### src/sv/flpkc_pkg.sv
`timescale 1ns / 1ps
`default_nettype none

package flpkc_pkg;

    // Default sizes for the top level
    localparam int DEF_TABLE_ENTRIES = 1024;
    localparam int DEF_PROBE_LIMIT   = 8;
    localparam int DEF_QUEUE_DEPTH   = 2;

    // Field widths
    localparam int CMD_W      = 2;
    localparam int KEY_LOW_W  = 64;
    localparam int KEY_HIGH_W = 16;
    localparam int SLOT_W     = 16;
    localparam int HASH_W     = 32;

    // FNV-1a over the ten key bytes
    localparam int                KEY_BYTES = 10;
    localparam logic [HASH_W-1:0] FNV_BASIS = 32'd2166136261;
    localparam logic [HASH_W-1:0] FNV_PRIME = 32'd16777619;

    typedef enum logic [CMD_W-1:0] {
        CMD_GET   = 2'd0,
        CMD_PUT   = 2'd1,
        CMD_CLEAR = 2'd2
    } t_cmd;

    // One hashed operation travelling from front to back
    typedef struct packed {
        t_cmd                  cmd;
        logic [KEY_LOW_W-1:0]  key_low;
        logic [KEY_HIGH_W-1:0] key_high;
        logic [SLOT_W-1:0]     slot;
        logic [HASH_W-1:0]     hash;
    } t_job;

    // One table entry
    typedef struct packed {
        logic                  valid;
        logic [KEY_LOW_W-1:0]  key_low;
        logic [KEY_HIGH_W-1:0] key_high;
        logic [SLOT_W-1:0]     slot;
    } t_entry;

endpackage

`default_nettype wire

### src/sv/flpkc_queue.sv
`timescale 1ns / 1ps
`default_nettype none

module flpkc_queue #(
    parameter int DEPTH = flpkc_pkg::DEF_QUEUE_DEPTH
) (
    input  wire                  i_clk,
    input  wire                  i_rst_n,
    input  wire                  i_push_valid,
    output logic                 o_push_ready,
    input  wire flpkc_pkg::t_job i_push_job,
    output logic                 o_pop_valid,
    input  wire                  i_pop_ready,
    output flpkc_pkg::t_job      o_pop_job
);
    import flpkc_pkg::*;

    localparam int PW = $clog2(DEPTH);
    localparam int CW = $clog2(DEPTH + 1);

    t_job          r_mem [DEPTH];
    logic [PW-1:0] r_wr_ptr, r_rd_ptr;
    logic [CW-1:0] r_count;
    logic          push, pop;

    assign o_push_ready = (r_count != CW'(DEPTH));
    assign o_pop_valid  = (r_count != '0);
    assign o_pop_job    = r_mem[r_rd_ptr];
    assign push         = i_push_valid && o_push_ready;
    assign pop          = o_pop_valid && i_pop_ready;

    // Pointers and fill count
    always_ff @(posedge i_clk) begin
        if (!i_rst_n) begin
            r_wr_ptr <= '0;
            r_rd_ptr <= '0;
            r_count  <= '0;
        end else begin
            if (push) r_wr_ptr <= (r_wr_ptr == PW'(DEPTH - 1)) ? '0 : r_wr_ptr + 1'b1;
            if (pop)  r_rd_ptr <= (r_rd_ptr == PW'(DEPTH - 1)) ? '0 : r_rd_ptr + 1'b1;
            if (push && !pop)      r_count <= r_count + 1'b1;
            else if (pop && !push) r_count <= r_count - 1'b1;
        end
    end

    // Store the pushed job
    always_ff @(posedge i_clk) begin
        if (push) r_mem[r_wr_ptr] <= i_push_job;
    end

endmodule

`default_nettype wire

### config.mk
export PLATFORM = sky130hd
export DESIGN_NAME = flpkc_queue
export DESIGN_NICKNAME = d
export VERILOG_FILES = /design/src/sv/flpkc_pkg.sv /design/src/sv/flpkc_queue.sv
export SDC_FILE = /design/constraint.sdc
export NUM_CORES = 1
export LEC_CHECK = 0
export BUFFER_PORTS_ARGS = -buffer_cell sky130_fd_sc_hd__buf_4
export CELL_PAD_IN_SITES_DETAIL_PLACEMENT = 0
export CELL_PAD_IN_SITES_GLOBAL_PLACEMENT = 1
export CORE_MARGIN = 4
export CORE_UTILIZATION = 25
export DETAILED_ROUTE_END_ITERATION = 10
export MAX_ROUTING_LAYER = met4
export PLACE_DENSITY = 0.54
export SLEW_MARGIN = 40
export SYNTH_ARGS = -nofsm -noshare
export SYNTH_HDL_FRONTEND = slang
export SYNTH_SLANG_ARGS = --single-unit
### constraint.sdc
create_clock -name i_clk -period 5 [get_ports i_clk]
set_input_delay 0.25 -clock i_clk [delete_from_list [all_inputs] [get_ports i_clk]]
set_output_delay 0.25 -clock i_clk [all_outputs]
set_load 0.1 [all_outputs]
**Yosys cells after proc, flatten, opt, wreduce, memory -nomap -nowiden**

Memory sizes are Yosys's and may differ from the RTL's. A register that Yosys moved wholly into a read port is not among the register bits.
Cells that the tools add are included.

- Register bits after elaboration: 4
- RAM bits: 260
- Bits of input ports: 134
- Output and inout bits: 132
- Word-level logic and storage cells: 25
- Memories: 1

- $add $sub $neg: 4
- Eq/ne operators: 1
- Mux-type cells: 8
- Reduce and logical (&&, ||, !) cells: 8

Memory list:

| name | words | bits a word | rd ports | clocked after Yosys merged registers in | write ports | line | text |
|---|---|---|---|---|---|---|---|
| r_mem | 2 | 130 | 1 | 1 | 1 | flpkc_queue.sv:21 | `t_job r_mem [DEPTH];` |

Operators with widths:

| cell | number |
|---|---|
| $mux 1 | 6 |
| $logic_and 1x1->1 | 4 |
| $mux 2 | 2 |
| $reduce_bool 2->1 | 2 |
| $add 1x1->1 const B | 2 |
| $add 2x1->2 const B | 1 |
| $logic_not 1->1 | 2 |
| $ne 2x2->1 const B | 1 |
| $sub 2x1->2 const B | 1 |

**Longest topological paths before layout**

Gate-level depths: netlist of the first run.

- Depth after elaboration: 6
- Gate-level depth with buffers: 6
- Depth with buffers taken out: 6

**Worst setup path before layout of the first run**

No wires, ideal clock.

- Kind: register -> register
- Start: register r_count[0]
- End: memory r_mem[1][0] (netlist bit), enable pin
- Setup time: 0.506 ns
- Arrival: 3.844 ns
- Required time: 4.494 ns
- Setup slack: 0.650 ns
- Stages on the path, launching flop included: 3
- Path buffers: 0
- Period minus slack after synthesis: 4.350 ns
- Cell sequence: dfxtp_1 > nand2b_4 > and3_1

- Cells in the longest elaborated chain, start to end: 4

Ends and longest elaborated chain:

| item | line | text |
|---|---|---|
| start, declared | flpkc_queue.sv:23 | `logic [CW-1:0] r_count;` |
| start signal, assigned | flpkc_queue.sv:41 | `if (push && !pop) r_count <= r_count + 1'b1;` |
| start signal, assigned | flpkc_queue.sv:42 | `else if (pop && !push) r_count <= r_count - 1'b1;` |
| $ne 2x2->1 | flpkc_queue.sv:26 | `assign o_push_ready = (r_count != CW'(DEPTH));` |
| named net o_push_ready | flpkc_queue.sv:10 | `output logic o_push_ready,` |
| $logic_and 1x1->1 | flpkc_queue.sv:29 | `assign push = i_push_valid && o_push_ready;` |
| $mux 1 | flpkc_queue.sv:48 | `if (push) r_mem[r_wr_ptr] <= i_push_job;` |
| $mux 1 (implied by the code) | flpkc_queue.sv:48 |  |
| end, declared | flpkc_queue.sv:21 |  |

The timed path passes the listed nets, and every way through them passes these cells.

==> summary.md, run 1 <==
In this run, placement finished with an instance count of 1196. The first global-routing pass estimated 33600 um of wire. For the pin with the worst max-slew slack, the measured transition is 0.631 ns.

In the detailed route, the total length drawn on met2 is 10800 um. The worst hold path belongs to the class in -> reg. The number of nets in the synthesized netlist is 563.

The share of flip-flops with an asynchronous set or reset is 0%, and the sequential cell area fraction in the yosys report is 82.0%. The synthesized design contains 265 register bits. Setup repair after global routing left no endpoint under its margin.

Maximum single-stage delay on the critical path: 0.63 ns. For this run, the total global-route usage over all layers was measured as 10.6%. The tools report the number of antenna violations at the first check in global routing as 3.

The detailed router used layers up to and including met4. Summed over all layers, the global routing overflow is 0. The tools report the via count of the first global-routing pass as 5971. The die is 204 um wide.

For the worst-skew pair, the clock arrives at the later sink with an insertion delay of 0.55 ns. For this block, the initial DRC count from the detailed router was 235. Once the floorplan was initialized, standard cells occupied 25.5% of the core. Setup violations remaining at the end of the flow were counted as 0. Yosys attributes the largest share of cell area to sky130_fd_sc_hd__edfxtp_1, sky130_fd_sc_hd__mux2_2, sky130_fd_sc_hd__buf_6. The final clock skew came out at 0.00763 ns.

The count of nets left with antenna violations once routing finished came out at 0. The maximum buffer depth of the clock tree is 3, and the detailed route wirelength on metal3 is 1770 um. Counting instances in the post-synthesis netlist gives the leading cell types as sky130_fd_sc_hd__edfxtp_1, sky130_fd_sc_hd__mux2_2, sky130_fd_sc_hd__buf_6, sky130_fd_sc_hd__dfxtp_1, sky130_fd_sc_hd__and2_1. TritonCTS built the clock tree. The floorplan has 71 rows. Among all flip-flop cells after synthesis, the most frequent one is sky130_fd_sc_hd__edfxtp_1. STA classifies the critical path endpoint as a primary output. A synthesized cell averages 22.5 um^2. The biggest area contributor in the post-synthesis netlist is sky130_fd_sc_hd__edfxtp_1. The number of gates resized after cts is 0. The flow ran to the end, and the final reports show no timing, DRC or antenna violations.

The cell count after synthesis came out at 428. 266 I/O pins were placed. Total number of H-tree levels: 1. Across the VDD grid, the largest voltage drop is 0.000387 V. The signal on the critical path passes through buf_12 -> mux2_2 -> buf_4. After floorplanning, the core was sized to cover 37800 um^2. The mapped cell area was 9650 um^2; the worst-case headroom to the max-slew limit was 57.9%. The count of final hold-check violations was 0. For this design the ratio of total power to cell area is 616 nW/um^2. Entering global routing, the biggest net connects 77 pins. For this run, design rule violations remaining after detail routing come to 0. Using the TritonRoute via totals, the vias-per-cell ratio works out to 3.91. By instance count, the leading cell after synthesis is sky130_fd_sc_hd__edfxtp_1.

Counting the buffers created by CTS gives 30. For the power consumption, the log shows 8.89 mW. The tools report the type of element launching the critical path as a flip-flop. Detailed routing inserted a total of 5404 vias. The tools report the root buffer selected by CTS as sky130_fd_sc_hd__clkbuf_16. After legalization and detailed placement, the total HPWL measured 14200 um.

The clock net in this run drives a total of 265 sinks. The number of different library cells used by synthesis comes to 21. Data arrives at the worst endpoint at 2.29 ns. The analysis attributes to cell leakage a power of 5.29 nW. The final critical delay including setup and external delays was 2.54 ns; the layout-stage area growth over the synthesis result was 49.6%.

The number of max-slew violations in the final report is 0. The count of max-cap constraint violations was 0; the maximum fanout encountered on the critical timing path was 71. The routed wire length per instance was 16.2 um; the clock slew at the register clock pins of the worst setup and hold paths was 0.05 ns.

The run gives 1382 as the number of standard cells in the final layout excluding fillers. Master of the slowest instance on the critical path: sky130_fd_sc_hd__dfxtp_4. From bottom edge to top edge, the die measures 204 um. For the worst setup path, the data required time is 4.75 ns.

The logs give 0 ns for the total negative setup slack and 9140 um for the total routed wire length on the met1 layer. The number of iterations in the first detailed-routing pass came out at 4. Fill cells in the final layout number 3617.

The placer congestion estimate came out at 0.697. The run gives 0.394 GHz as the maximum clock frequency. The count of flip-flops with a built-in enable after synthesis is 260. The floorplan step defined a die boundary enclosing 41800 um^2. The number of nets in the layout was 984. The classification of the worst setup path is reg -> out. The Yosys step of the flow raised 0 warnings. The share of Yosys cell area claimed by the top area cell type works out to 80.9%. Of the cells placed in the final design, the portion with a size suffix greater than 1 is 50.8%.

The routed design has 22400 um of wire. After layout, the worst path uses 50.8% of the clock period. The number of buffer cells added on primary ports was 265.
per-layer routing:
layer / track usage, % / vias to the layer above
met2: 17.2 / 168
met1: 12.6 / 2647
met3: 3.57 / 37
met5: - / -
li1: - / 2552
met4: 3.04 / 0
final cells by class:
class | count | area (um^2) | share of cell area [%]
sequential | 265 | 7910 | 54.8
timing repair buffer | 403 | 3410 | 23.6
multi-input combinational | 148 | 1610 | 11.1
clock buffer | 42 | 817 | 5.66
tap | 511 | 639 | 4.43
clock inverter | 9 | 37.5 | 0.260
inverter | 1 | 8.76 | 0.0607
antenna | 3 | 7.51 | 0.0520
placed cells by master (no fill, tap or decap), drive strengths merged, types with 2 or more instances in the layout:
cell type and instances:
a21boi 2, and2 4, buf 271, clkbuf 42
clkinv 9, dfxtp 5, diode 3, dlygate4sd3 132
edfxtp 260, mux2 130, o21ai 2, xnor2 2
state kept, by name, summed over array words and instances, names as in the netlist, named ones only:
signal / cells
r_rd_ptr: 1
r_wr_ptr: 1
r_count: 2
r_mem: 260
through the flow:
step	util (%)	area, um^2	hold WS (ns)	worst slack, ns
after floorplan	-	9650	0.349	0.650
after CTS	38.1	14400	0.130	2.37
after global routing	38.1	14400	0.177	2.33
final	38.1	14400	0.168	2.46
after detailed placement	32.4	12300	0.437	2.64
after global placement	32.3	12200	0.435	2.59
final timing paths:
path / from / to / slack, ns / cells after the start
setup / recovery: flip-flop / o_pop_job[72] / 2.46 / 3
setup reg to reg: r_count[0]$_SDFFE_PN0P_ / r_mem[0][83]$_DFFE_PP_ / 2.71 / 4
hold reg to reg: r_count[1]$_SDFFE_PN0P_ / r_count[1]$_SDFFE_PN0P_ / 0.56 / 2
hold / removal: i_pop_ready / flip-flop / 0.17 / 4
worst max-delay path: cells and delay by family (launching register included):
kind | cells | cell delay, ns
buffers and inverters | 2 | 0.64
multiplexers | 1 | 0.40
flip-flops | 1 | 0.63
where the power goes:
group          switching [mW]  leakage (nW)  internal (mW)
sequential             0.0929          2.47           2.78
clock                   0.809         0.416           1.12
combinational            3.13          2.40          0.962
total                    4.03          5.29           4.86
cells by family (layout without fill, tap and decap cells):
group | count (synthesis) | after routing | share of synthesized area [%]
flops | 265 | 265 | 82.0
mux | 130 | 130 | 15.2
buf+inv | 15 | 455 | 1.44
simple gates | 9 | 9 | 0.674
compound gates | 5 | 5 | 0.363
xor+xnor | 3 | 3 | 0.272
fa+ha+maj | 1 | 1 | 0.130
other cells | 0 | 3 | 0
what timing repair did:
action                    CTS  global route
setup buffers               0             0
hold endpoints to repair  265             0
hold buffers              132             0
Note: power is estimated with default switching activity, not from simulation.
==> inputs of run 2 (changes only) <==
--- a/config.mk
+++ b/config.mk
@@ -5,6 +5,7 @@
 export SDC_FILE = /design/constraint.sdc
 export NUM_CORES = 1
 export LEC_CHECK = 0
+export ABC_AREA = 1
 export BUFFER_PORTS_ARGS = -buffer_cell sky130_fd_sc_hd__buf_4
 export CELL_PAD_IN_SITES_DETAIL_PLACEMENT = 0
 export CELL_PAD_IN_SITES_GLOBAL_PLACEMENT = 1
==> constraint.sdc (replaced) <==
create_clock -name i_clk -period 2.5 [get_ports i_clk]
set_input_delay 0.125 -clock i_clk [delete_from_list [all_inputs] [get_ports i_clk]]
set_output_delay 0.125 -clock i_clk [all_outputs]
set_load 0.1 [all_outputs]
==> run 2 against run 1 <==
  * Global-route usage hardly changed
  * Sequential power grew 100%
  * Combinational power grew 87%
  * Wire length fell by 0.21%
  * Critical path depth rose by 1
  * Synthesized cell count up 3.0%
  * Core utilization grew 0.53 points
  * Die area about the same
  * Design area grew 1.4%
  * Total power grew 97%
  * Critical endpoint is now o_pop_job[54]
  * Largest cell class unchanged
  * Highest routed layer unchanged
==> summary.md, run 2 <==
The run finished with clean final reports. The routed wire length is 22300 um, and the share of Yosys cell area claimed by the top area cell type is 80.9%. Buffers added to address setup during post-CTS repair amount to 0. The routed wire length per instance was 15.9 um; the count of final hold-check violations was 0. After synthesis, the netlist uses 15 different library cells.

The number of buffer cells added on primary ports is 265. The most common cell type on the critical path is sky130_fd_sc_hd__buf_12. The register with the most flip-flops in the layout has 260 of them. The tools report the sequential cell area fraction in the yosys report as 82.0%. Traced cell by cell, the critical path runs through buf_12 -> buf_12 -> mux2_2 -> buf_4. Final clock skew: 0.0152 ns.

Synthesis inferred 265 register bits. The per-instance average area after synthesis is 21.9 um^2, and the endpoint arrival time on the critical path is 2.14 ns. The classification of the worst setup path is reg -> out. Overall power consumption after layout is estimated at 17.6 mW.

The logs give 0 for the residual overflow from global routing and 0 for the number of max-slew violations in the final report. In this run, synthesis inferred 260 flip-flops with an integrated enable. Data on the critical path is required at its endpoint by 2.38 ns. The library cells used most frequently in the layout, excluding fill and tap cells, are sky130_fd_sc_hd__buf_4, sky130_fd_sc_hd__edfxtp_1, sky130_fd_sc_hd__dlygate4sd3_1. Setup repair after global routing left no endpoint under its margin. The tools report the total number of H-tree levels as 1. The final critical path takes up 90.5% of the cycle.

TritonCTS created 29 clock buffers. Across the run, the number of max-cap violations was 0. The first global-routing pass estimated 33800 um of wire. Setup total negative slack on the finished layout was measured at 0 ns. The synthesized design spends more area on one cell type than any other, namely sky130_fd_sc_hd__edfxtp_1. The master of the slowest instance on the critical path was sky130_fd_sc_hd__dfxtp_4. The final instance area was 14600 um^2. For this block, wires on met1 add up to 8940 um. The root buffer selected by CTS was sky130_fd_sc_hd__clkbuf_16. The worst min-delay path class is in -> reg.

Synthesis handed over a netlist of 441 instances. Leaving out fill and tap cells, the most frequent cell in the layout is sky130_fd_sc_hd__buf_4. The worst setup path is captured at a primary output. Share of flip-flops with an asynchronous set or reset: 0%. The maximum fanout encountered on the critical timing path is 26, and the placer congestion estimate is 0.697.

The library cell with the highest instance count after synthesis is sky130_fd_sc_hd__edfxtp_1. Using the TritonRoute via totals, the vias-per-cell ratio works out to 3.93. The actual transition at the worst max-transition pin came out at 0.442 ns.

The final-layout fill cell count is 3524, and the worst-case headroom to the max-slew limit is 70.6%. For the DRC violations left, the log shows 0. For this design the top-level I/O count stands at 266.

Final critical delay including setup and external delays: 2.26 ns. The primary flip-flop cell chosen by synthesis mapping was sky130_fd_sc_hd__edfxtp_1. For the static leakage, the log shows 5.41 nW. The area after detailed placement was 12400 um^2; the layout cell share with drive strength beyond 1 was 51.4%. The net count of the finished layout is 1002. The residual antenna-violating net count after detailed routing was 0. The highest metal layer carrying signal wires in the routed design is met4. The worst setup slack after placement is 0.772 ns, and the combined flip-flop and latch cell area is 7910 um^2.

Via count of the first global-routing pass: 6085. The multi-input combinational cells in the finished layout cover a total of 1620 um^2. For the initial cell density of the core, the log shows 25.5%. In the detailed route, the total length drawn on met2 is 11100 um.

The number of iterations in the first detailed-routing pass was 4. The logs give 1590 um for the detailed route wirelength on metal3 and 14400 um for the half-perimeter wire length after placement. The worst setup path is launched from a flip-flop.

For this design the ratio of total power to cell area is 1200 nW/um^2. For this run, the slowest stage of the critical path takes 0.54 ns. The largest registers in the layout are r_mem x260, r_count x2. Once routing completed, OpenROAD measured the worst setup slack at 0.238 ns. After floorplanning, the core was sized to cover 37800 um^2. Across the VDD grid, the largest voltage drop is 0.000611 V. The run gives 0 as the total of endpoints with negative setup slack in the final report. The final route contains 5499 vias. The layout-stage area growth over the synthesis result is 51.7%.

The register name with the most flops was r_mem. Counting every sink on the clock net gives 265. After the first detailed-routing iteration, the DRC count stood at 185. The die area is 41800 um^2. The number of antenna violations at the first check in global routing is 1. The x dimension of the die was 204 um; the pin count of the biggest net entering global routing was 66. The later pin in the worst-skew pair is clocked with a latency of 0.55 ns.

The die height was 204 um. Yosys attributes the largest share of cell area to sky130_fd_sc_hd__edfxtp_1, sky130_fd_sc_hd__mux2_2, sky130_fd_sc_hd__buf_6. Buffering stage count on the worst path with inverters included: 3. The longest clock path from root to sink contains 3 buffers. The tools report the total global-route track usage as 10.6%.

The cell area that synthesis handed to floorplanning was 9650 um^2. Synthesis produced a netlist with a net count of 576. Counting instances in the post-synthesis netlist gives the leading cell types as sky130_fd_sc_hd__edfxtp_1, sky130_fd_sc_hd__mux2_2, sky130_fd_sc_hd__buf_6, sky130_fd_sc_hd__nand2_1. Yosys printed 0 warnings. The number of cell rows was 71. The clock slew at the register clock pins of the worst setup and hold paths came out at 0.06 ns. TritonCTS built the clock tree. Among cell families on the critical path, the largest total delay comes from buffers and inverters.

For this run, the top clock speed supported by timing is 0.442 GHz.
[run 2: changes by cell type after synthesis, moves of 2 or more]
cell and change:
sky130_fd_sc_hd__nor2_1 +8, sky130_fd_sc_hd__and2_1 -4, sky130_fd_sc_hd__nand2_1 +9, sky130_fd_sc_hd__inv_1 +7
sky130_fd_sc_hd__xnor2_1 -2
[run 2: cells by family after synthesis]
logic type | share of synthesized area, %
AO/OA/AOI/OAI | 0.233
AND/OR/NAND/NOR | 0.778
multiplexers | 15.2
flip-flops | 82.0
adder cells (fa/ha/maj) | 0.130
buffers and inverters | 1.71
[run 2: worst paths after layout]
check	startpoint	to	slack (ns)	depth (start not counted)
setup / recovery	flip-flop	o_pop_job[54]	0.24	4
hold / removal	i_push_job[41]	r_mem[0][41]$_DFFE_PP_	0.30	2
setup reg to reg	r_count[0]$_SDFFE_PN0P_	r_mem[0][13]$_DFFE_PP_	0.98	5
hold reg to reg	r_rd_ptr$_SDFFE_PN0P_	flip-flop	0.50	2
[run 2: power breakdown]
part | switching, mW | internal, mW
Clock | 1.68 | 2.42
Combinational | 5.82 | 1.83
Sequential | 0.180 | 5.62
[run 2: metal layers]
layer	track usage, %	vias up
li1	-	2590
met1	12.3	2699
met2	17.8	168
met3	3.41	42
met4	2.97	0
met5	-	-
[run 2: worst register-to-register path, cell delays in order (launching register included)]
cell                      delay, ns
sky130_fd_sc_hd__dfxtp_2       0.36
sky130_fd_sc_hd__inv_4         0.06
sky130_fd_sc_hd__nand2_8       0.08
sky130_fd_sc_hd__nand2_8       0.06
sky130_fd_sc_hd__nor2_4        0.16
sky130_fd_sc_hd__buf_12        0.34
[run 2: layout make-up]
type                            instances  share of cell area, %
Antenna cell                            1                 0.0171
Clock buffer                           33                   5.06
Clock inverter                         19                   1.17
Inverter                                8                  0.222
Multi-Input combinational cell        154                   11.1
Sequential cell                       265                   54.1
Tap cell                              511                   4.37
Timing Repair Buffer                  409                   24.0
[run 2: repair_timing]
| action | CTS | global route |
|---|---|---|
| resized for setup | 0 | 0 |
| hold endpoints to repair | 265 | 0 |
| hold buffers | 133 | 0 |
[run 2: through the flow]
step	utilization, %	cells	hold WS, ns
final	38.7	1400	0.296
after CTS	38.7	1399	0.252
after global placement	32.7	1214	0.310
after detailed placement	32.7	1214	0.312
after global routing	38.7	1400	0.271
after floorplan	-	441	0.224
==> inputs of run 3 (changes only) <==
--- a/config.mk
+++ b/config.mk
@@ -6,13 +6,13 @@
 export NUM_CORES = 1
 export LEC_CHECK = 0
 export ABC_AREA = 1
-export BUFFER_PORTS_ARGS = -buffer_cell sky130_fd_sc_hd__buf_4
+export BUFFER_PORTS_ARGS = -buffer_cell sky130_fd_sc_hd__buf_2
 export CELL_PAD_IN_SITES_DETAIL_PLACEMENT = 0
 export CELL_PAD_IN_SITES_GLOBAL_PLACEMENT = 1
 export CORE_MARGIN = 4
 export CORE_UTILIZATION = 25
 export DETAILED_ROUTE_END_ITERATION = 10
-export MAX_ROUTING_LAYER = met4
+export GPL_ROUTABILITY_DRIVEN = 0
 export PLACE_DENSITY = 0.54
 export SLEW_MARGIN = 40
 export SYNTH_ARGS = -nofsm -noshare
==> run 3 against run 2 <==
  * Hold slack lost 0.0060 ns
  * Largest cell class unchanged
  * Highest routed layer unchanged
  * First-iteration DRC count grew 0.54%
  * Global-route usage shrank 0.35 points
  * Combinational power shrank 6.4%
  * Clock skew shrank 0.0040 ns
  * Worst setup slack gained 0.11 ns
  * Flip-flop and latch count is the same
  * Sequential power shrank 0.7%
==> summary.md, run 3 (synthesis gave the netlist of run 2 again) <==
The number of max-slew violations in the final report was 0. After clock tree synthesis, the setup repair step added 0 buffers. The global-route wire length before repair was 33800 um. The largest registers in the layout are r_mem x260, r_count x2. The maximum fanout encountered on the critical timing path was 71.

The launching point of the worst reg2reg path was r_count[0]$_SDFFE_PN0P_. The run gives 2 as the number of antenna violations at the first check in global routing. The x dimension of the die works out to 204 um. Setup repair after global routing left no endpoint under its margin. Number of iterations in the first detailed-routing pass: 4. For this design the static power due to leakage is 5.13 nW. The run gives 22100 um as the routed wire length. The logs give 36.8% for the final core utilization and 17.2% for the fraction of met2 tracks used by global routing. The clock latency on the worst-skew pair is 0.55 ns. The tools report the DRC marker count from the first detailed-route iteration as 186. The ratio of total power to cell area came out at 1220 nW/um^2. The tools report the count of max-cap constraint violations as 0. The setup check on the worst reg-to-reg path leaves a slack of 0.92 ns. STA classifies the critical path endpoint as a primary output. For this configuration, the core starts out at a cell density of 25.5%. The area after detailed placement was 11700 um^2; the routed wire length per instance was 15.8 um.

The flow ran to the end, and the final reports show no timing, DRC or antenna violations. The floorplan step defined a die boundary enclosing 41800 um^2. The worst register-to-register path has a depth of 5. The tools report the hold path startpoint as i_push_job[0].

The via count of the first global-routing pass was 6100; the DRC violations left was 0. Residual antenna-violating net count after detailed routing: 0. The library cell used most frequently in the layout, excluding fill and tap cells, is sky130_fd_sc_hd__buf_2. From bottom edge to top edge, the die measures 204 um. The worst hold path passes through 2 cells.

The maximum buffer depth of the clock tree came out at 3. Layout-stage area growth over the synthesis result: 44.3%. Clock tree synthesis found a total of 265 sinks.

The clock slew at the register clock pins of the worst setup and hold paths came out at 0.06 ns. The cell sitting at the root of the clock tree is a sky130_fd_sc_hd__clkbuf_16. The data required time of the worst path is 2.38 ns. The tools report the final-layout fill cell count as 3672.

The number of flip-flops in the largest register works out to 260. The library cells used most frequently in the layout, excluding fill and tap cells, are sky130_fd_sc_hd__buf_2, sky130_fd_sc_hd__edfxtp_1, sky130_fd_sc_hd__dlygate4sd3_1. The tools report the count of final hold-check violations as 0. The tools report the endpoint arrival time on the critical path as 2.03 ns.

For the residual overflow from global routing, the log shows 0. Across the VDD grid, the largest voltage drop is 0.000902 V. The number of gates resized after CTS was 0. After global routing, the most crowded layer is met2. The logs give 17.0 mW for the power consumption and 10.3% for the total global-route track usage. TritonCTS built the clock tree.

266 I/O pins were placed. The met1 demand-to-capacity share in global routing is 12.6%, and the pin count of the biggest net entering global routing is 77. The run gives 1 as the total number of H-tree levels. The logs give 71 for the number of cell rows and 13900 um^2 for the final instance area.

For the pin with the worst max-slew slack, the measured transition is 0.530 ns. The number of nets in the layout came out at 998. TritonCTS created 30 clock buffers.

The layout cell share with drive strength beyond 1 was 51.1%; the total negative setup slack was 0 ns. The classification of the worst setup path was reg -> out. Across all layers, the routed design uses 5530 vias. The tools report the type of element launching the critical path as a flip-flop. The register name with the most flops was r_mem. The tools report the area inside the core boundary as 37800 um^2. Worst-case headroom to the max-slew limit: 64.9%. In the routed layout, each cell is associated on average with a via count of 3.95. Of the available clock period, the critical path in the final layout requires 86.0%.

The half-perimeter wire length after placement came out at 13700 um. Buffers placed on the I/O ports in this run total 265. Setup violations remaining at the end of the flow were counted as 0. On the final layout, the worst clock skew is 0.0112 ns. The final critical delay including setup and external delays is 2.15 ns, and the met3 track utilization from global routing is 3.55%.

The endpoint identified for the worst register-to-register timing path is r_mem[0][61]$_DFFE_PP_. For hold timing, the worst endpoint is r_mem[0][0]$_DFFE_PP_. Static timing analysis puts the maximum clock frequency at 0.465 GHz. The worst min-delay path class is in -> reg.
==> run 3: cell count changes in the layout (fill, tap and decap cells not counted), sizes merged <==
cell      previous run  this run
bufinv               3         1
clkinvlp             0         4
clkbuf              33        37
inv                  9         8
clkinv              15        14
buf                276       271
diode                1         2
==> run 3: critical path, stage by stage (launching register included) <==
cell	delay (ns)
sky130_fd_sc_hd__dfxtp_4	0.37
sky130_fd_sc_hd__buf_12	0.31
sky130_fd_sc_hd__mux2_2	0.40
sky130_fd_sc_hd__buf_2	0.29
==> run 3: cell type report <==
cell class / count / area (um^2) / share of cell area (%)
multi-input combinational: 154 / 1620 / 11.7
antenna: 2 / 5.00 / 0.0360
clock buffer: 37 / 798 / 5.74
tap: 511 / 639 / 4.59
inverter: 8 / 32.5 / 0.234
timing repair buffer: 404 / 2780 / 20.0
clock inverter: 19 / 131 / 0.944
sequential: 265 / 7910 / 56.9
==> run 3: layer usage <==
layer,share of wire (%),vias to the layer above
met5,0,-
met4,2.5,0
met3,8.0,35
met2,48,176
met1,41,2730
li1,-,2589
==> run 3: how the worst max path moves through the flow <==
| stage | from | end | slack, ns |
|---|---|---|---|
| global placement | flip-flop | o_pop_job[105] | 0.89 |
| finish | flip-flop | o_pop_job[63] | 0.35 |
| global route | flip-flop | o_pop_job[62] | 0.25 |
| CTS | flip-flop | o_pop_job[105] | 0.27 |
| detailed placement | flip-flop | o_pop_job[63] | 0.89 |
| floorplan | r_count[0]$_SDFFE_PN0P_ | r_mem[0][0]$_DFFE_PP_ | -0.52 |
==> run 3: stage by stage <==
stage / setup WS [ns] / std cells / hold slack [ns]
after CTS: 0.270 / 1398 / 0.241
after detailed placement: 0.890 / 1209 / 0.317
after floorplan: -0.516 / 441 / 0.224
after global routing: 0.254 / 1400 / 0.264
final: 0.350 / 1400 / 0.290
after global placement: 0.889 / 1209 / 0.312
==> run 3: timing repair <==
action / CTS / global route
hold buffers: 133 / 0
endpoints found under the hold margin: 265 / 0
endpoints found under the setup margin: 0 / 0
==> run 3: where the power goes <==
part,internal (mW),leakage (nW),switching (mW)
Combinational,1.35,2.22,5.81
Sequential,5.62,2.47,0.140
Clock,2.37,0.447,1.71
