--- config.mk ---
export PLATFORM = sky130hd
export DESIGN_NAME = flpkc_front_flat
export DESIGN_NICKNAME = d
export VERILOG_FILES = /design/src/sv/flpkc_pkg.sv /design/src/sv/flpkc_if.sv /design/src/sv/flpkc_front.sv /design/src/flat_wrapper.sv
export SDC_FILE = /design/constraint.sdc
export NUM_CORES = 1
export LEC_CHECK = 0
export ABC_AREA = 1
export BUFFER_PORTS_ARGS = -buffer_cell sky130_fd_sc_hd__buf_4
export CORE_MARGIN = 4
export CORE_UTILIZATION = 55
export CTS_BUF_LIST = sky130_fd_sc_hd__clkbuf_4
export DETAILED_ROUTE_END_ITERATION = 6
export GPL_TIMING_DRIVEN = 1
export PLACE_DENSITY = 0.8
export SLEW_MARGIN = 20
export SYNTH_ARGS = -nofsm -noshare
export SYNTH_HDL_FRONTEND = slang
export SYNTH_SLANG_ARGS = --single-unit
--- constraint.sdc ---
create_clock -name i_clk -period 12.4 [get_ports i_clk]
set_clock_uncertainty 0.15 [all_clocks]
set_input_delay 1.24 -clock i_clk [delete_from_list [all_inputs] [get_ports i_clk]]
set_output_delay 1.24 -clock i_clk [all_outputs]
set_load 0.1 [all_outputs]
--- src/sv/flpkc_pkg.sv ---
`timescale 1ns / 1ps
`default_nettype none

package flpkc_pkg;

    // Default sizes for the top level
    localparam int DEF_TABLE_ENTRIES = 1024;
    localparam int DEF_PROBE_LIMIT   = 8;
    localparam int DEF_QUEUE_DEPTH   = 2;

    // Field widths
    localparam int CMD_W      = 2;
    localparam int KEY_LOW_W  = 64;
    localparam int KEY_HIGH_W = 16;
    localparam int SLOT_W     = 16;
    localparam int HASH_W     = 32;

    // FNV-1a over the ten key bytes
    localparam int                KEY_BYTES = 10;
    localparam logic [HASH_W-1:0] FNV_BASIS = 32'd2166136261;
    localparam logic [HASH_W-1:0] FNV_PRIME = 32'd16777619;

    typedef enum logic [CMD_W-1:0] {
        CMD_GET   = 2'd0,
        CMD_PUT   = 2'd1,
        CMD_CLEAR = 2'd2
    } t_cmd;

    // One hashed operation travelling from front to back
    typedef struct packed {
        t_cmd                  cmd;
        logic [KEY_LOW_W-1:0]  key_low;
        logic [KEY_HIGH_W-1:0] key_high;
        logic [SLOT_W-1:0]     slot;
        logic [HASH_W-1:0]     hash;
    } t_job;

    // One table entry
    typedef struct packed {
        logic                  valid;
        logic [KEY_LOW_W-1:0]  key_low;
        logic [KEY_HIGH_W-1:0] key_high;
        logic [SLOT_W-1:0]     slot;
    } t_entry;

endpackage

`default_nettype wire

--- src/sv/flpkc_if.sv ---
`timescale 1ns / 1ps
`default_nettype none

interface flpkc_in_if;
    import flpkc_pkg::*;

    logic                  valid;
    logic                  ready;
    logic [CMD_W-1:0]      command;
    logic [KEY_LOW_W-1:0]  key_low;
    logic [KEY_HIGH_W-1:0] key_high;
    logic [SLOT_W-1:0]     slot_value;

    modport source (output valid, command, key_low, key_high, slot_value, input ready);
    modport sink   (input valid, command, key_low, key_high, slot_value, output ready);
endinterface


`default_nettype wire

--- src/sv/flpkc_front.sv ---
`timescale 1ns / 1ps
`default_nettype none

module flpkc_front (
    input  wire              i_clk,
    input  wire              i_rst_n,
    flpkc_in_if.sink         i_in,
    input  wire              i_init_busy,
    output logic             o_push_valid,
    input  wire              i_push_ready,
    output flpkc_pkg::t_job  o_push_job
);
    import flpkc_pkg::*;

    typedef enum logic [2:0] {
        S_IDLE = 3'b001,
        S_HASH = 3'b010,
        S_PUSH = 3'b100
    } t_state;

    t_state            r_state, n_state;
    t_job              r_job;
    logic [3:0]        r_byte;
    logic [79:0]       key_bytes;
    logic [7:0]        cur_byte;
    logic [HASH_W-1:0] mixed;
    logic [HASH_W-1:0] product;
    logic              in_xfer;

    assign i_in.ready   = (r_state == S_IDLE) && !i_init_busy;
    assign in_xfer     = i_in.valid && i_in.ready;
    assign o_push_valid = (r_state == S_PUSH);
    assign o_push_job   = r_job;

    // Pick the current key byte and fold it into the hash
    assign key_bytes = {r_job.key_high, r_job.key_low};
    assign cur_byte  = key_bytes[{r_byte, 3'b000} +: 8];
    assign mixed     = r_job.hash ^ {24'd0, cur_byte};
    assign product   = mixed * FNV_PRIME;

    // Next state
    always_comb begin
        n_state = r_state;
        unique case (r_state)
            S_IDLE: begin
                if (in_xfer) n_state = S_HASH;
            end
            S_HASH: begin
                if (r_byte == 4'(KEY_BYTES - 1)) n_state = S_PUSH;
            end
            S_PUSH: begin
                if (i_push_ready) n_state = S_IDLE;
            end
            default: n_state = S_IDLE;
        endcase
    end

    always_ff @(posedge i_clk) begin
        if (!i_rst_n) begin
            r_state <= S_IDLE;
        end else begin
            r_state <= n_state;
        end
    end

    // Capture the item, then advance the hash one byte per cycle
    always_ff @(posedge i_clk) begin
        if (in_xfer) begin
            r_job.cmd      <= t_cmd'(i_in.command);
            r_job.key_low  <= i_in.key_low;
            r_job.key_high <= i_in.key_high;
            r_job.slot     <= i_in.slot_value;
            r_job.hash     <= FNV_BASIS;
            r_byte         <= 4'd0;
        end else if (r_state == S_HASH) begin
            r_job.hash <= product;
            r_byte     <= r_byte + 4'd1;
        end
    end

endmodule

`default_nettype wire

--- src/flat_wrapper.sv ---
// flat-port wrapper written by rule: the top's interface ports become plain ports
module flpkc_front_flat import flpkc_pkg::*;
  (i_clk, i_rst_n, i_init_busy, o_push_valid, i_push_ready, o_push_job, i_in_valid, i_in_command, i_in_key_low, i_in_key_high, i_in_slot_value, i_in_ready);
  flpkc_in_if i_in_i ();
  input  wire i_clk;
  input  wire i_rst_n;
  input  wire i_init_busy;
  output logic o_push_valid;
  input  wire i_push_ready;
  output flpkc_pkg::t_job o_push_job;
  input wire logic [$bits(i_in_i.valid)-1:0] i_in_valid;
  input wire logic [$bits(i_in_i.command)-1:0] i_in_command;
  input wire logic [$bits(i_in_i.key_low)-1:0] i_in_key_low;
  input wire logic [$bits(i_in_i.key_high)-1:0] i_in_key_high;
  input wire logic [$bits(i_in_i.slot_value)-1:0] i_in_slot_value;
  output wire logic [$bits(i_in_i.ready)-1:0] i_in_ready;
  assign i_in_i.valid = i_in_valid;
  assign i_in_i.command = i_in_command;
  assign i_in_i.key_low = i_in_key_low;
  assign i_in_i.key_high = i_in_key_high;
  assign i_in_i.slot_value = i_in_slot_value;
  assign i_in_ready = i_in_i.ready;
  flpkc_front u_core (.i_clk(i_clk), .i_rst_n(i_rst_n), .i_in(i_in_i), .i_init_busy(i_init_busy), .o_push_valid(o_push_valid), .i_push_ready(i_push_ready), .o_push_job(o_push_job));
endmodule
* Yosys cells after proc, flatten, opt, wreduce, memory -nomap -nowiden
Cells that the tools add are included.
** Operators by class
- $add $sub $neg :: 1
- Multipliers :: 1
- Div/mod/pow operators :: 0
- Order comparisons :: 0
- Equality and inequality tests :: 7
- Shift-type cells :: 1
- Multiplexer cells :: 4
- Bitwise operators :: 1
- Reduce and logical (&&, ||, !) cells :: 4
** Operators by type and width (count)
- $shiftx A80 B8 Y8 :: 1
- $mul A32 B25 Y32 const B :: 1
- $xor A32 B8 Y32 :: 1
- $mux W3 :: 3
- $pmux W3 S3 :: 1
- $ne A2 B1 Y1 const B :: 3
- $add A4 B1 Y4 const B :: 1
- $eq A4 B4 Y1 const B :: 1
- $eq A3 B1 Y1 const B :: 1
- $eq A3 B2 Y1 const B :: 1
- $eq A3 B3 Y1 const B :: 1
- $reduce_and A3 Y1 :: 1
- $logic_and A1 B1 Y1 :: 2
- $logic_not A1 Y1 :: 1
** Word-level totals
- Flip-flop bits (word level) :: 137
- Bits in latches :: 0
- Bits in writable memories :: 0
- Memory bits (read-only) :: 0
- Input port bits :: 103
- Output and inout bits :: 132
- Memories :: 0

* Logic depth before layout (Yosys ltp)
Gate-level depths: netlist (run 1).
- Depth after elaboration :: 5
- Gate-level depth with buffers :: 33

* Worst setup path after synthesis (run 1)
OpenSTA, ideal clock, no wires.
- Path type :: input port to flip-flop
- From :: in i_init_busy
- To :: reg u_core.r_job (netlist bit u_core.o_push_job[100]), enable pin
- Setup time :: 0.453 ns
- Data arrival time :: 7.050 ns
- Slack :: 4.747 ns
- Stages on the path :: 4
- Path buffers :: 1
- Path through :: nor4_1 -> nand2_1 -> clkbuf_1 -> inv_1
** Between the ends
- Cells in the longest elaborated chain, start to end :: 3
** RTL lines
- start: declaration :: RTL line flat_wrapper.sv:7 : input wire i_init_busy;
- $logic_not A1 Y1 :: RTL line flpkc_front.sv:30 : assign i_in.ready = (r_state == S_IDLE) && !i_init_busy;
- $logic_and A1 B1 Y1 :: RTL line flpkc_front.sv:30
- $logic_and A1 B1 Y1 :: RTL line flpkc_front.sv:31 : assign in_xfer = i_in.valid && i_in.ready;
- via u_core.in_xfer :: RTL line flpkc_front.sv:28 : logic in_xfer;
- end: declaration :: RTL line flpkc_front.sv:22 : t_job r_job;
The timed path passes the listed nets, and every way through them passes these cells.
A chain may end at the register's enable or synchronous reset.

* Worst setup path in the final report (run 1)
- From :: reg u_core.r_byte[1]
- To :: reg u_core.r_job (netlist bit u_core.o_push_job[16])
** Between the ends
- Cells in the longest elaborated chain, start to end :: 3
** RTL lines
- start: declaration :: RTL line flpkc_front.sv:23 : logic [3:0] r_byte;
- start signal: assignment :: RTL line flpkc_front.sv:77 : r_byte <= r_byte + 4'd1;
- $shiftx A80 B8 Y8 :: RTL line flpkc_front.sv:37 : assign cur_byte = key_bytes[{r_byte, 3'b000} +: 8];
- $xor A32 B8 Y32 :: RTL line flpkc_front.sv:38 : assign mixed = r_job.hash ^ {24'd0, cur_byte};
- $mul A32 B25 Y32 :: RTL line flpkc_front.sv:39 : assign product = mixed * FNV_PRIME;
No other way between the ends.

==> load_flow_metrics.sql, run 1 <==
INSERT INTO impl_metrics (metric_group, metric, value, unit) VALUES
('global_routing', 'grt_max_degree', '84', ''),
('job', 'timing.max_cap.violations', '0', ''),
('placed_design', 'dp_cells', '1770', ''),
('synthesis', 'synth_cell_type_count', '41', ''),
('critical_path', 'cp-end-kind', 'flip-flop', ''),
('synthesis', 'sequential_cell_area_fraction_in_the_yosys_report', '0.3168', ''),
('cts', 'root_buffer', 'clkbuf_4', ''),
('critical_path', 'worst-endpoint-arrival', '7360', 'ps'),
('die', 'io-pin-count', '235', ''),
('cts', 'hold_buffers', '0', ''),
('outcome', 'run_status', 'complete, no violations', ''),
('global_routing', 'grt_pass1_vias', '10030', ''),
('placed_design', 'dp_hpwl', '27420', 'µm'),
('layout', 'area_grow_syn2layout', '18.05', '%'),
('cts', 'numCtsBuffers', '17', ''),
('critical_path', 'cp-start-kind', 'flip-flop', ''),
('global_routing', 'total_routing_resource_utilization_after_global_routing', '0.2814', ''),
('timing', 'totalNegativeSetupSlack', '0', 'ps'),
('layout', 'area.sequential', '3724', 'µm²'),
('timing', 'timing_max_transition_violations_final', '0', ''),
('timing', 'fmax', '142.5', 'MHz'),
('cts', 'clock_path_buffers', '2', ''),
('global_routing', 'grt_antenna_before_repair', '0', ''),
('synthesis', 'mappedNetlistNets', '1666', ''),
('critical_path', 'reg2reg_from', 'u_core.r_byte[1]$_SDFFE_PP0P_', ''),
('timing', 'finalCriticalPeriod', '7019', 'ps'),
('critical_path', 'critPathMaxFanout', '26', ''),
('layout', 'drive_above_1_share', '0.1971', ''),
('placed_design', 'finalWeightedCongestion', '0.9709', ''),
('critical_path', 'worstPathRequired', '12740', 'ps'),
('timing', 'timing.final.hold_violations', '0', ''),
('critical_path', 'timing.critical_path.mode_cell', 'ha_1', ''),
('critical_path', 'critical_path.cell_chain', 'inv_1 -> o21ai_0 -> o221ai_1 -> o211ai_1 -> nand2_1 -> xor2_1 -> ha_1 -> ha_1 -> fa_1 -> ha_1 -> fa_1 -> ha_1 -> inv_1 -> fa_1 -> inv_1 -> ha_1 -> a21oi_1 -> a21boi_0 -> o21ai_0 -> a21oi_1 -> xor2_1 -> nand2_1 -> o211ai_1 -> inv_1', ''),
('routing', 'number_of_nets_still_failing_antenna_checks_after_routing', '0', ''),
('routing', 'drtIter0Drc', '593', ''),
('min_path', 'min_from', 'u_core.o_push_job[7]$_SDFFE_PP1P_', ''),
('synthesis', 'synth_enable_flop_cells', '98', ''),
('layout', 'nets', '1877', ''),
('die', 'rows', '53', ''),
('min_path', 'timing.hold.worst_endpoint', 'u_core.o_push_job[7]$_SDFFE_PP1P_', ''),
('synthesis', 'synth_area_per_cell', '9.020', 'µm²'),
('die', 'starting_density', '0.5591', ''),
('routing', 'drcViolationCount', '0', ''),
('synthesis', 'yosysWarnings', '0', ''),
('critical_path', 'critical_path.slowest_cell', 'dfxtp_1', ''),
('die', 'total_die_area', '23770', 'µm²'),
('cts', 'number_of_levels_in_the_clock_h_tree', '4', ''),
('placed_design', 'place.port_buffers', '234', ''),
('layout', 'total_area_of_multi_input_combinational_cells', '6601', 'µm²'),
('cts', 'clock_sinks', '137', ''),
('routing', 'route.detailed.vias_per_inst', '5.288', ''),
('min_path', 'worst_min_delay_path_class', 'flip-flop to flip-flop', ''),
('timing', 'maxSlewHeadroom', '0.3242', ''),
('synthesis', 'ys_ff_latch', '137', ''),
('cts', 'clk_pin_slew_worst_paths', '150', 'ps'),
('critical_path', 'rrSetupSlack', '5380', 'ps'),
('cts', 'post_cts_resize_count', '0', ''),
('die', 'fp.coreArea', '21020', 'µm²'),
('layout', 'insertedDiodeCount', '0', ''),
('routing', 'wire_per_inst', '18.29', 'µm'),
('layout', 'layout.cells.most_common', 'inv_1', ''),
('global_routing', 'overflow', '0', ''),
('synthesis', 'async_reset_ff_frac', '0', ''),
('cts', 'insertion_delay', '600', 'ps'),
('cts', 'cts_tree', 'built', ''),
('critical_path', 'worst_r2r_endpoint', 'u_core.o_push_job[16]$_SDFFE_PP0P_', ''),
('min_path', 'hold_depth', '2', ''),
('timing', 'worstMarginPinSlew', '1014', 'ps'),
('timing', 'grt_setup_unrepaired', 'no', ''),
('die', 'die_w', '154.2', 'µm'),
('critical_path', 'critical_path_class', 'flip-flop to flip-flop', '');
## how the worst max path moves through the flow
stage / startpoint / end / slack, ps / depth (start not counted)
2_1_floorplan: i_init_busy / u_core.o_push_job[100]$_DFFE_PP_ / 4750 / 4
3_3_place_gp: u_core.r_byte[1]$_SDFFE_PP0P_ / u_core.o_push_job[16]$_SDFFE_PP0P_ / 5590 / 25
3_5_place_dp: u_core.r_byte[1]$_SDFFE_PP0P_ / u_core.o_push_job[15]$_SDFFE_PP1P_ / 5380 / 22
4_1_cts: u_core.r_byte[1]$_SDFFE_PP0P_ / u_core.o_push_job[15]$_SDFFE_PP1P_ / 5380 / 22
5_1_grt: u_core.r_byte[1]$_SDFFE_PP0P_ / u_core.o_push_job[20]$_SDFFE_PP1P_ / 4910 / 25
6_report: u_core.r_byte[1]$_SDFFE_PP0P_ / u_core.o_push_job[16]$_SDFFE_PP0P_ / 5380 / 24
## logic make-up after synthesis
group,share of synthesized area
xor+xnor,0.01980
simple gates,0.1371
buf+inv,0.1215
compound gates,0.08070
flops,0.3168
fa+ha+maj,0.3241
## cell usage after synthesis (all sizes together) (11+ instances only)
library cell / n / area share
o21ai: 72 / 0.031
a21oi: 45 / 0.019
o211ai: 14 / 0.011
nand2: 196 / 0.063
o21bai: 11 / 0.0070
nor2: 81 / 0.027
inv: 295 / 0.094
nor3: 14 / 0.0069
nand3: 67 / 0.029
dfxtp: 39 / 0.066
buf: 38 / 0.024
ha: 186 / 0.20
fa: 74 / 0.13
xor2: 16 / 0.014
edfxtp: 98 / 0.25
## metal layers
metal	vias to the layer above	GRT usage	share of wire
li1	4610	-	-
met3	60	0.06939	0.058
met4	0	0.08747	0.032
met1	4571	0.3248	0.38
met5	-	0	0
met2	288	0.5139	0.53
## critical path: cells and delay by family, from the launching register on
kind	cells	cell delay [ps]
flip-flops	1	900
XOR/XNOR	2	760
AO/OA/AOI/OAI	8	1530
adder cells (fa/ha/maj)	8	2840
buffers and inverters	4	550
AND/OR/NAND/NOR	2	180
## cell type report
type	instances	area share
clock inverter	15	0.01245
multi-input combinational	824	0.4758
tap	275	0.02480
timing repair buffer	239	0.1293
sequential	137	0.2684
clock buffer	17	0.009199
inverter	295	0.08000
## per-stage QoR
step	setup WS (ps)	util	hold WS [ps]	cell area, µm²
finish	5381	0.6600	411.1	13870
global route	4911	0.6600	462.7	13870
CTS	5384	0.6600	413.3	13870
detailed placement	5384	0.6457	396.8	13570
global placement	5592	0.6457	377.2	13570
floorplan	4747	-	383.9	11750
## sequential cells by signal, indices dropped and copies added, names as in the netlist
name / count
u_core.r_state: 3
u_core.r_byte: 4
u_core.o_push_job: 130
Power of run 1 is not shown: default switching activity piles up to over one toggle a cycle in this logic, so the estimate is an artifact.
==> run 2, diff against run 1 <==
==> constraint.sdc (replaced) <==
create_clock -name i_clk -period 6.8 [get_ports i_clk]
set_clock_uncertainty 0.15 [all_clocks]
set_input_delay 0.68 -clock i_clk [delete_from_list [all_inputs] [get_ports i_clk]]
set_output_delay 0.68 -clock i_clk [all_outputs]
set_load 0.1 [all_outputs]
==> load_flow_metrics.sql, run 2 (synthesis results as in run 1) <==
INSERT INTO impl_metrics (metric_group, metric, value, unit) VALUES
('outcome', 'run_status', 'complete, no violations', ''),
('routing', 'drcViolationCount', '0', ''),
('die', 'die-height', '154.2', 'µm'),
('timing', 'fmax', '157.1', 'MHz'),
('layout', 'nets', '1881', ''),
('cts', 'numCtsBuffers', '17', ''),
('layout', 'area_grow_syn2layout', '18.74', '%'),
('routing', 'vias', '9543', ''),
('timing', 'timing_max_transition_violations_final', '0', ''),
('placed_design', 'dp_hpwl', '27100', 'µm'),
('die', 'starting_density', '0.5591', ''),
('cts', 'hold_buffers', '0', ''),
('global_routing', 'global_route_wire_length_before_repair', '51580', 'µm'),
('cts', 'clock_path_buffers', '2', ''),
('critical_path', 'worstPathRequired', '7090', 'ps'),
('routing', 'number_of_nets_still_failing_antenna_checks_after_routing', '0', ''),
('critical_path', 'critical_path_class', 'flip-flop to flip-flop', ''),
('die', 'rows', '53', ''),
('timing', 'maxSlewHeadroom', '0.5038', ''),
('cts', 'number_of_levels_in_the_clock_h_tree', '4', ''),
('cts', 'insertion_delay', '540', 'ps'),
('critical_path', 'critPathMaxFanout', '12', ''),
('die', 'io-pin-count', '235', ''),
('global_routing', 'grt_max_degree', '64', ''),
('cts', 'cts_tree', 'built', ''),
('critical_path', 'cp-end-kind', 'flip-flop', ''),
('routing', 'route.final.wire_length', '32650', 'µm'),
('timing', 'worstMarginPinSlew', '744.3', 'ps'),
('critical_path', 'worst-endpoint-arrival', '6660', 'ps'),
('placed_design', 'place.port_buffers', '234', ''),
('die', 'fp.coreArea', '21020', 'µm²'),
('global_routing', 'overflow', '0', ''),
('timing', 'totalNegativeSetupSlack', '0', 'ps'),
('cts', 'clk_pin_slew_worst_paths', '160', 'ps'),
('job', 'timing.max_cap.violations', '0', ''),
('cts', 'clock_sinks', '137', ''),
('layout', 'largest_register_ffs', '130', ''),
('cts', 'root_buffer', 'clkbuf_4', ''),
('min_path', 'worst_min_delay_path_class', 'input port to flip-flop', ''),
('timing', 'period_share', '0.9362', ''),
('timing', 'finalCriticalPeriod', '6366', 'ps'),
('die', 'die_w', '154.2', 'µm'),
('timing', 'grt_setup_unrepaired', 'no', ''),
('placed_design', 'finalWeightedCongestion', '1.059', ''),
('global_routing', 'grt_pass1_vias', '9755', ''),
('cts', 'cts_post_setup_buffers_inserted', '0', ''),
('critical_path', 'rrSetupSlack', '430', 'ps'),
('critical_path', 'critical_path.slowest_cell', 'xor2_1', ''),
('cts', 'post_cts_resize_count', '0', ''),
('critical_path', 'critical-path-max-stage-delay', '550', 'ps'),
('die', 'total_die_area', '23770', 'µm²'),
('layout', 'mostFrequentLayoutCells', 'inv_1 (290), buf_4 (243), nand2_1 (192)', ''),
('layout', 'drive_above_1_share', '0.1999', ''),
('routing', 'route.detailed.vias_per_inst', '5.281', ''),
('routing', 'drtIter0Drc', '542', ''),
('timing', 'setup_viol_count_final', '0', ''),
('routing', 'wire_per_inst', '18.07', 'µm'),
('routing', 'firstDrtPassIters', '5', ''),
('global_routing', 'total_routing_resource_utilization_after_global_routing', '0.2758', ''),
('layout', 'layout.cells.most_common', 'inv_1', ''),
('timing', 'timing.final.hold_violations', '0', ''),
('global_routing', 'grt_antenna_before_repair', '1', ''),
('critical_path', 'cp-start-kind', 'flip-flop', '');
-- run 2: path summary, 6_finish.rpt --
check	from	cells after the start	endpoint
max	u_core.r_byte[1]$_SDFFE_PP0P_	25	u_core.o_push_job[16]$_SDFFE_PP0P_
min	i_in_slot_value[6]	1	u_core.o_push_job[38]$_DFFE_PP_
max reg2reg	u_core.r_byte[1]$_SDFFE_PP0P_	25	u_core.o_push_job[16]$_SDFFE_PP0P_
min reg2reg	u_core.o_push_job[0]$_SDFFE_PP1P_	2	u_core.o_push_job[0]$_SDFFE_PP1P_
-- run 2: worst max-delay path, delay by kind of cell (launching register included) --
kind	cells	cell delay, ps
simple gates	2	230
fa+ha+maj	8	2830
flops	1	400
compound gates	8	1380
xor+xnor	2	710
buf+inv	5	570
-- run 2: area by class of cell --
class / instances / area [µm²]
well taps: 275 / 344.1
clock inverters: 15 / 215.2
flip-flops and latches: 137 / 3724
fillers: 1714 / 7067
multi-input cells: 824 / 6608
clock buffers: 17 / 127.6
diodes: 1 / 2.502
repair buffers: 243 / 1824
inverters: 295 / 1110
-- run 2: through the flow --
stage	cell area [µm²]	utilization	hold WS [ps]	setup WS, ps	cells
after floorplan	11760	-	383.9	1073	1303
after global placement	13610	0.6474	378.8	643.6	1774
after detailed placement	13610	0.6474	381.1	506.6	1774
after CTS	13950	0.6637	108.2	488.0	1806
after global routing	13950	0.6638	71.31	145.5	1807
final	13950	0.6638	150.8	433.7	1807
-- run 2: per-layer routing --
layer  global-route usage  part of all wire  vias to the layer above
met2               0.5083              0.52                      373
met4              0.08495             0.031                        0
met1               0.3171              0.38                     4488
li1                     -                 -                     4624
met3              0.06407             0.067                       58
met5                    0                 0                        -
Power of run 2 is left out for the same reason.
==> run 3, diff against run 2 <==
--- a/config.mk
+++ b/config.mk
@@ -7,7 +7,7 @@
 export LEC_CHECK = 0
 export ABC_AREA = 1
 export BUFFER_PORTS_ARGS = -buffer_cell sky130_fd_sc_hd__buf_4
-export CORE_MARGIN = 4
+export CORE_MARGIN = 5
 export CORE_UTILIZATION = 55
 export CTS_BUF_LIST = sky130_fd_sc_hd__clkbuf_4
 export DETAILED_ROUTE_END_ITERATION = 6
==> load_flow_metrics.sql, run 3 (synthesis results as in run 1) <==
INSERT INTO impl_metrics (metric_group, metric, value, unit) VALUES
('outcome', 'run_status', 'complete, no violations', ''),
('critical_path', 'reg2reg_from', 'u_core.r_byte[1]$_SDFFE_PP0P_', ''),
('critical_path', 'critical_path_class', 'flip-flop to flip-flop', ''),
('routing', 'vias', '9630', ''),
('timing', 'period_share', '0.9377', ''),
('timing', 'grt_setup_unrepaired', 'no', ''),
('die', 'die-height', '156.2', 'µm'),
('cts', 'post_cts_resize_count', '0', ''),
('routing', 'drtIter0Drc', '674', ''),
('global_routing', 'grt_antenna_before_repair', '1', ''),
('die', 'starting_density', '0.5591', ''),
('cts', 'number_of_levels_in_the_clock_h_tree', '4', ''),
('layout', 'fillCellCount', '1721', ''),
('min_path', 'timing.hold.worst_endpoint', 'u_core.o_push_job[44]$_DFFE_PP_', ''),
('routing', 'route.detailed.vias_per_inst', '5.320', ''),
('die', 'total_die_area', '24390', 'µm²'),
('job', 'timing.max_cap.violations', '0', ''),
('critical_path', 'cp-start-kind', 'flip-flop', ''),
('cts', 'hold_buffers', '0', ''),
('timing', 'setup_viol_count_final', '0', ''),
('min_path', 'min_from', 'i_in_slot_value[12]', ''),
('timing', 'worstMarginPinSlew', '990.9', 'ps'),
('placed_design', 'dp_hpwl', '27690', 'µm'),
('global_routing', 'overflow', '0', ''),
('routing', 'wire_per_inst', '18.40', 'µm'),
('critical_path', 'rrSetupSlack', '420', 'ps'),
('cts', 'clock_path_buffers', '2', ''),
('critical_path', 'critPathMaxFanout', '14', ''),
('cts', 'root_buffer', 'clkbuf_4', ''),
('timing', 'maxSlewHeadroom', '0.3394', ''),
('layout', 'area.sequential', '3724', 'µm²'),
('layout', 'total_area_of_multi_input_combinational_cells', '6608', 'µm²'),
('critical_path', 'worst_r2r_endpoint', 'u_core.o_push_job[16]$_SDFFE_PP0P_', ''),
('timing', 'finalCriticalPeriod', '6376', 'ps'),
('routing', 'firstDrtPassIters', '5', ''),
('timing', 'totalNegativeSetupSlack', '0', 'ps'),
('timing', 'timing_max_transition_violations_final', '0', ''),
('critical_path', 'worstPathRequired', '7150', 'ps'),
('timing', 'timing.final.hold_violations', '0', ''),
('layout', 'drive_above_1_share', '0.2020', ''),
('cts', 'clk_pin_slew_worst_paths', '170', 'ps'),
('global_routing', 'grt_pass1_vias', '10180', ''),
('placed_design', 'place.port_buffers', '234', ''),
('placed_design', 'finalWeightedCongestion', '1.002', ''),
('cts', 'cts_post_setup_buffers_inserted', '0', ''),
('timing', 'fmax', '156.8', 'MHz'),
('die', 'die_w', '156.2', 'µm'),
('cts', 'clock_sinks', '137', ''),
('cts', 'cts_tree', 'built', ''),
('routing', 'route.final.wire_length', '33300', 'µm'),
('die', 'rows', '53', ''),
('layout', 'nets', '1885', ''),
('min_path', 'hold_depth', '1', ''),
('global_routing', 'grt_max_degree', '84', ''),
('global_routing', 'global_route_wire_length_before_repair', '52950', 'µm'),
('layout', 'layout.cells.most_common', 'inv_1', ''),
('routing', 'number_of_nets_still_failing_antenna_checks_after_routing', '0', ''),
('critical_path', 'worst_r2r_path_depth', '24', ''),
('layout', 'insertedDiodeCount', '0', ''),
('layout', 'mostFrequentLayoutCells', 'inv_1 (290), buf_4 (247), nand2_1 (192)', ''),
('die', 'io-pin-count', '235', ''),
('min_path', 'worst_min_delay_path_class', 'input port to flip-flop', ''),
('die', 'fp.coreArea', '21020', 'µm²'),
('routing', 'drcViolationCount', '0', ''),
('layout', 'largest_register_ffs', '130', ''),
('global_routing', 'total_routing_resource_utilization_after_global_routing', '0.2785', ''),
('layout', 'area_grow_syn2layout', '18.71', '%'),
('cts', 'insertion_delay', '610', 'ps'),
('cts', 'numCtsBuffers', '17', ''),
('critical_path', 'worst-endpoint-arrival', '6730', 'ps'),
('critical_path', 'cp-end-kind', 'flip-flop', '');
-- run 3: cell count changes in the layout (fill, tap and decap cells not counted), sizes merged --
| cell | delta |
|---|---|
| buf | +4 |
| clkinv | +4 |
| bufinv | -3 |
| diode | -1 |
| inv | -1 |
-- run 3: layout make-up --
cell class                 instances  area share
inverter                         295     0.07955
sequential                       137      0.2669
multi-input combinational        824      0.4736
timing repair buffer             247      0.1329
clock buffer                      17    0.009148
clock inverter                    15     0.01318
tap                              275     0.02466
-- run 3: worst max-delay path by stage --
| stage | startpoint | endpoint | slack (ps) |
|---|---|---|---|
| final | u_core.r_byte[1]$_SDFFE_PP0P_ | u_core.o_push_job[16]$_SDFFE_PP0P_ | 420 |
| after global routing | u_core.r_byte[1]$_SDFFE_PP0P_ | u_core.o_push_job[23]$_SDFFE_PP0P_ | 80 |
| after CTS | u_core.r_byte[1]$_SDFFE_PP0P_ | u_core.o_push_job[16]$_SDFFE_PP0P_ | 530 |
| after detailed placement | u_core.r_byte[1]$_SDFFE_PP0P_ | u_core.o_push_job[16]$_SDFFE_PP0P_ | 550 |
| after global placement | u_core.r_byte[0]$_SDFFE_PP0P_ | u_core.o_push_job[16]$_SDFFE_PP0P_ | 680 |
| after floorplan | u_core.o_push_job[110]$_DFFE_PP_ | u_core.o_push_job[16]$_SDFFE_PP0P_ | 1070 |
-- run 3: critical path, stage by stage (launching register included) --
cell and delay, ps:
dfxtp_1 610, inv_1 310, o21ai_1 160, o22ai_1 80, o211ai_1 190, nand2_1 130, xor2_1 420, ha_1 320
ha_1 310, fa_1 450, ha_1 220, fa_1 430, ha_1 280, inv_1 50, fa_1 470, inv_1 40
ha_1 360, a21oi_1 250, a21boi_0 280, o21ai_0 180, a21oi_1 190, xor2_1 160, nand2_1 70, o211ai_1 110
inv_1 60
-- run 3: per-layer routing --
layer  part of all wire  GRT usage  wire length, µm
met2               0.51     0.5044            17110
met1               0.38     0.3152            12680
met5            0.00060          0               20
met3              0.065    0.06879             2181
met4              0.039     0.1091             1305
-- run 3: metrics by stage --
step	setup WS (ps)	util	hold slack, ps	instances	cell area, µm²
detailed placement	548.9	0.6488	382.7	1778	13640
floorplan	1073	-	383.9	1303	11760
global route	83.98	0.6637	38.56	1810	13950
global placement	679.8	0.6488	376.4	1778	13640
CTS	525.0	0.6637	58.03	1810	13950
finish	423.5	0.6637	78.49	1810	13950
Power of run 3 is left out for the same reason.
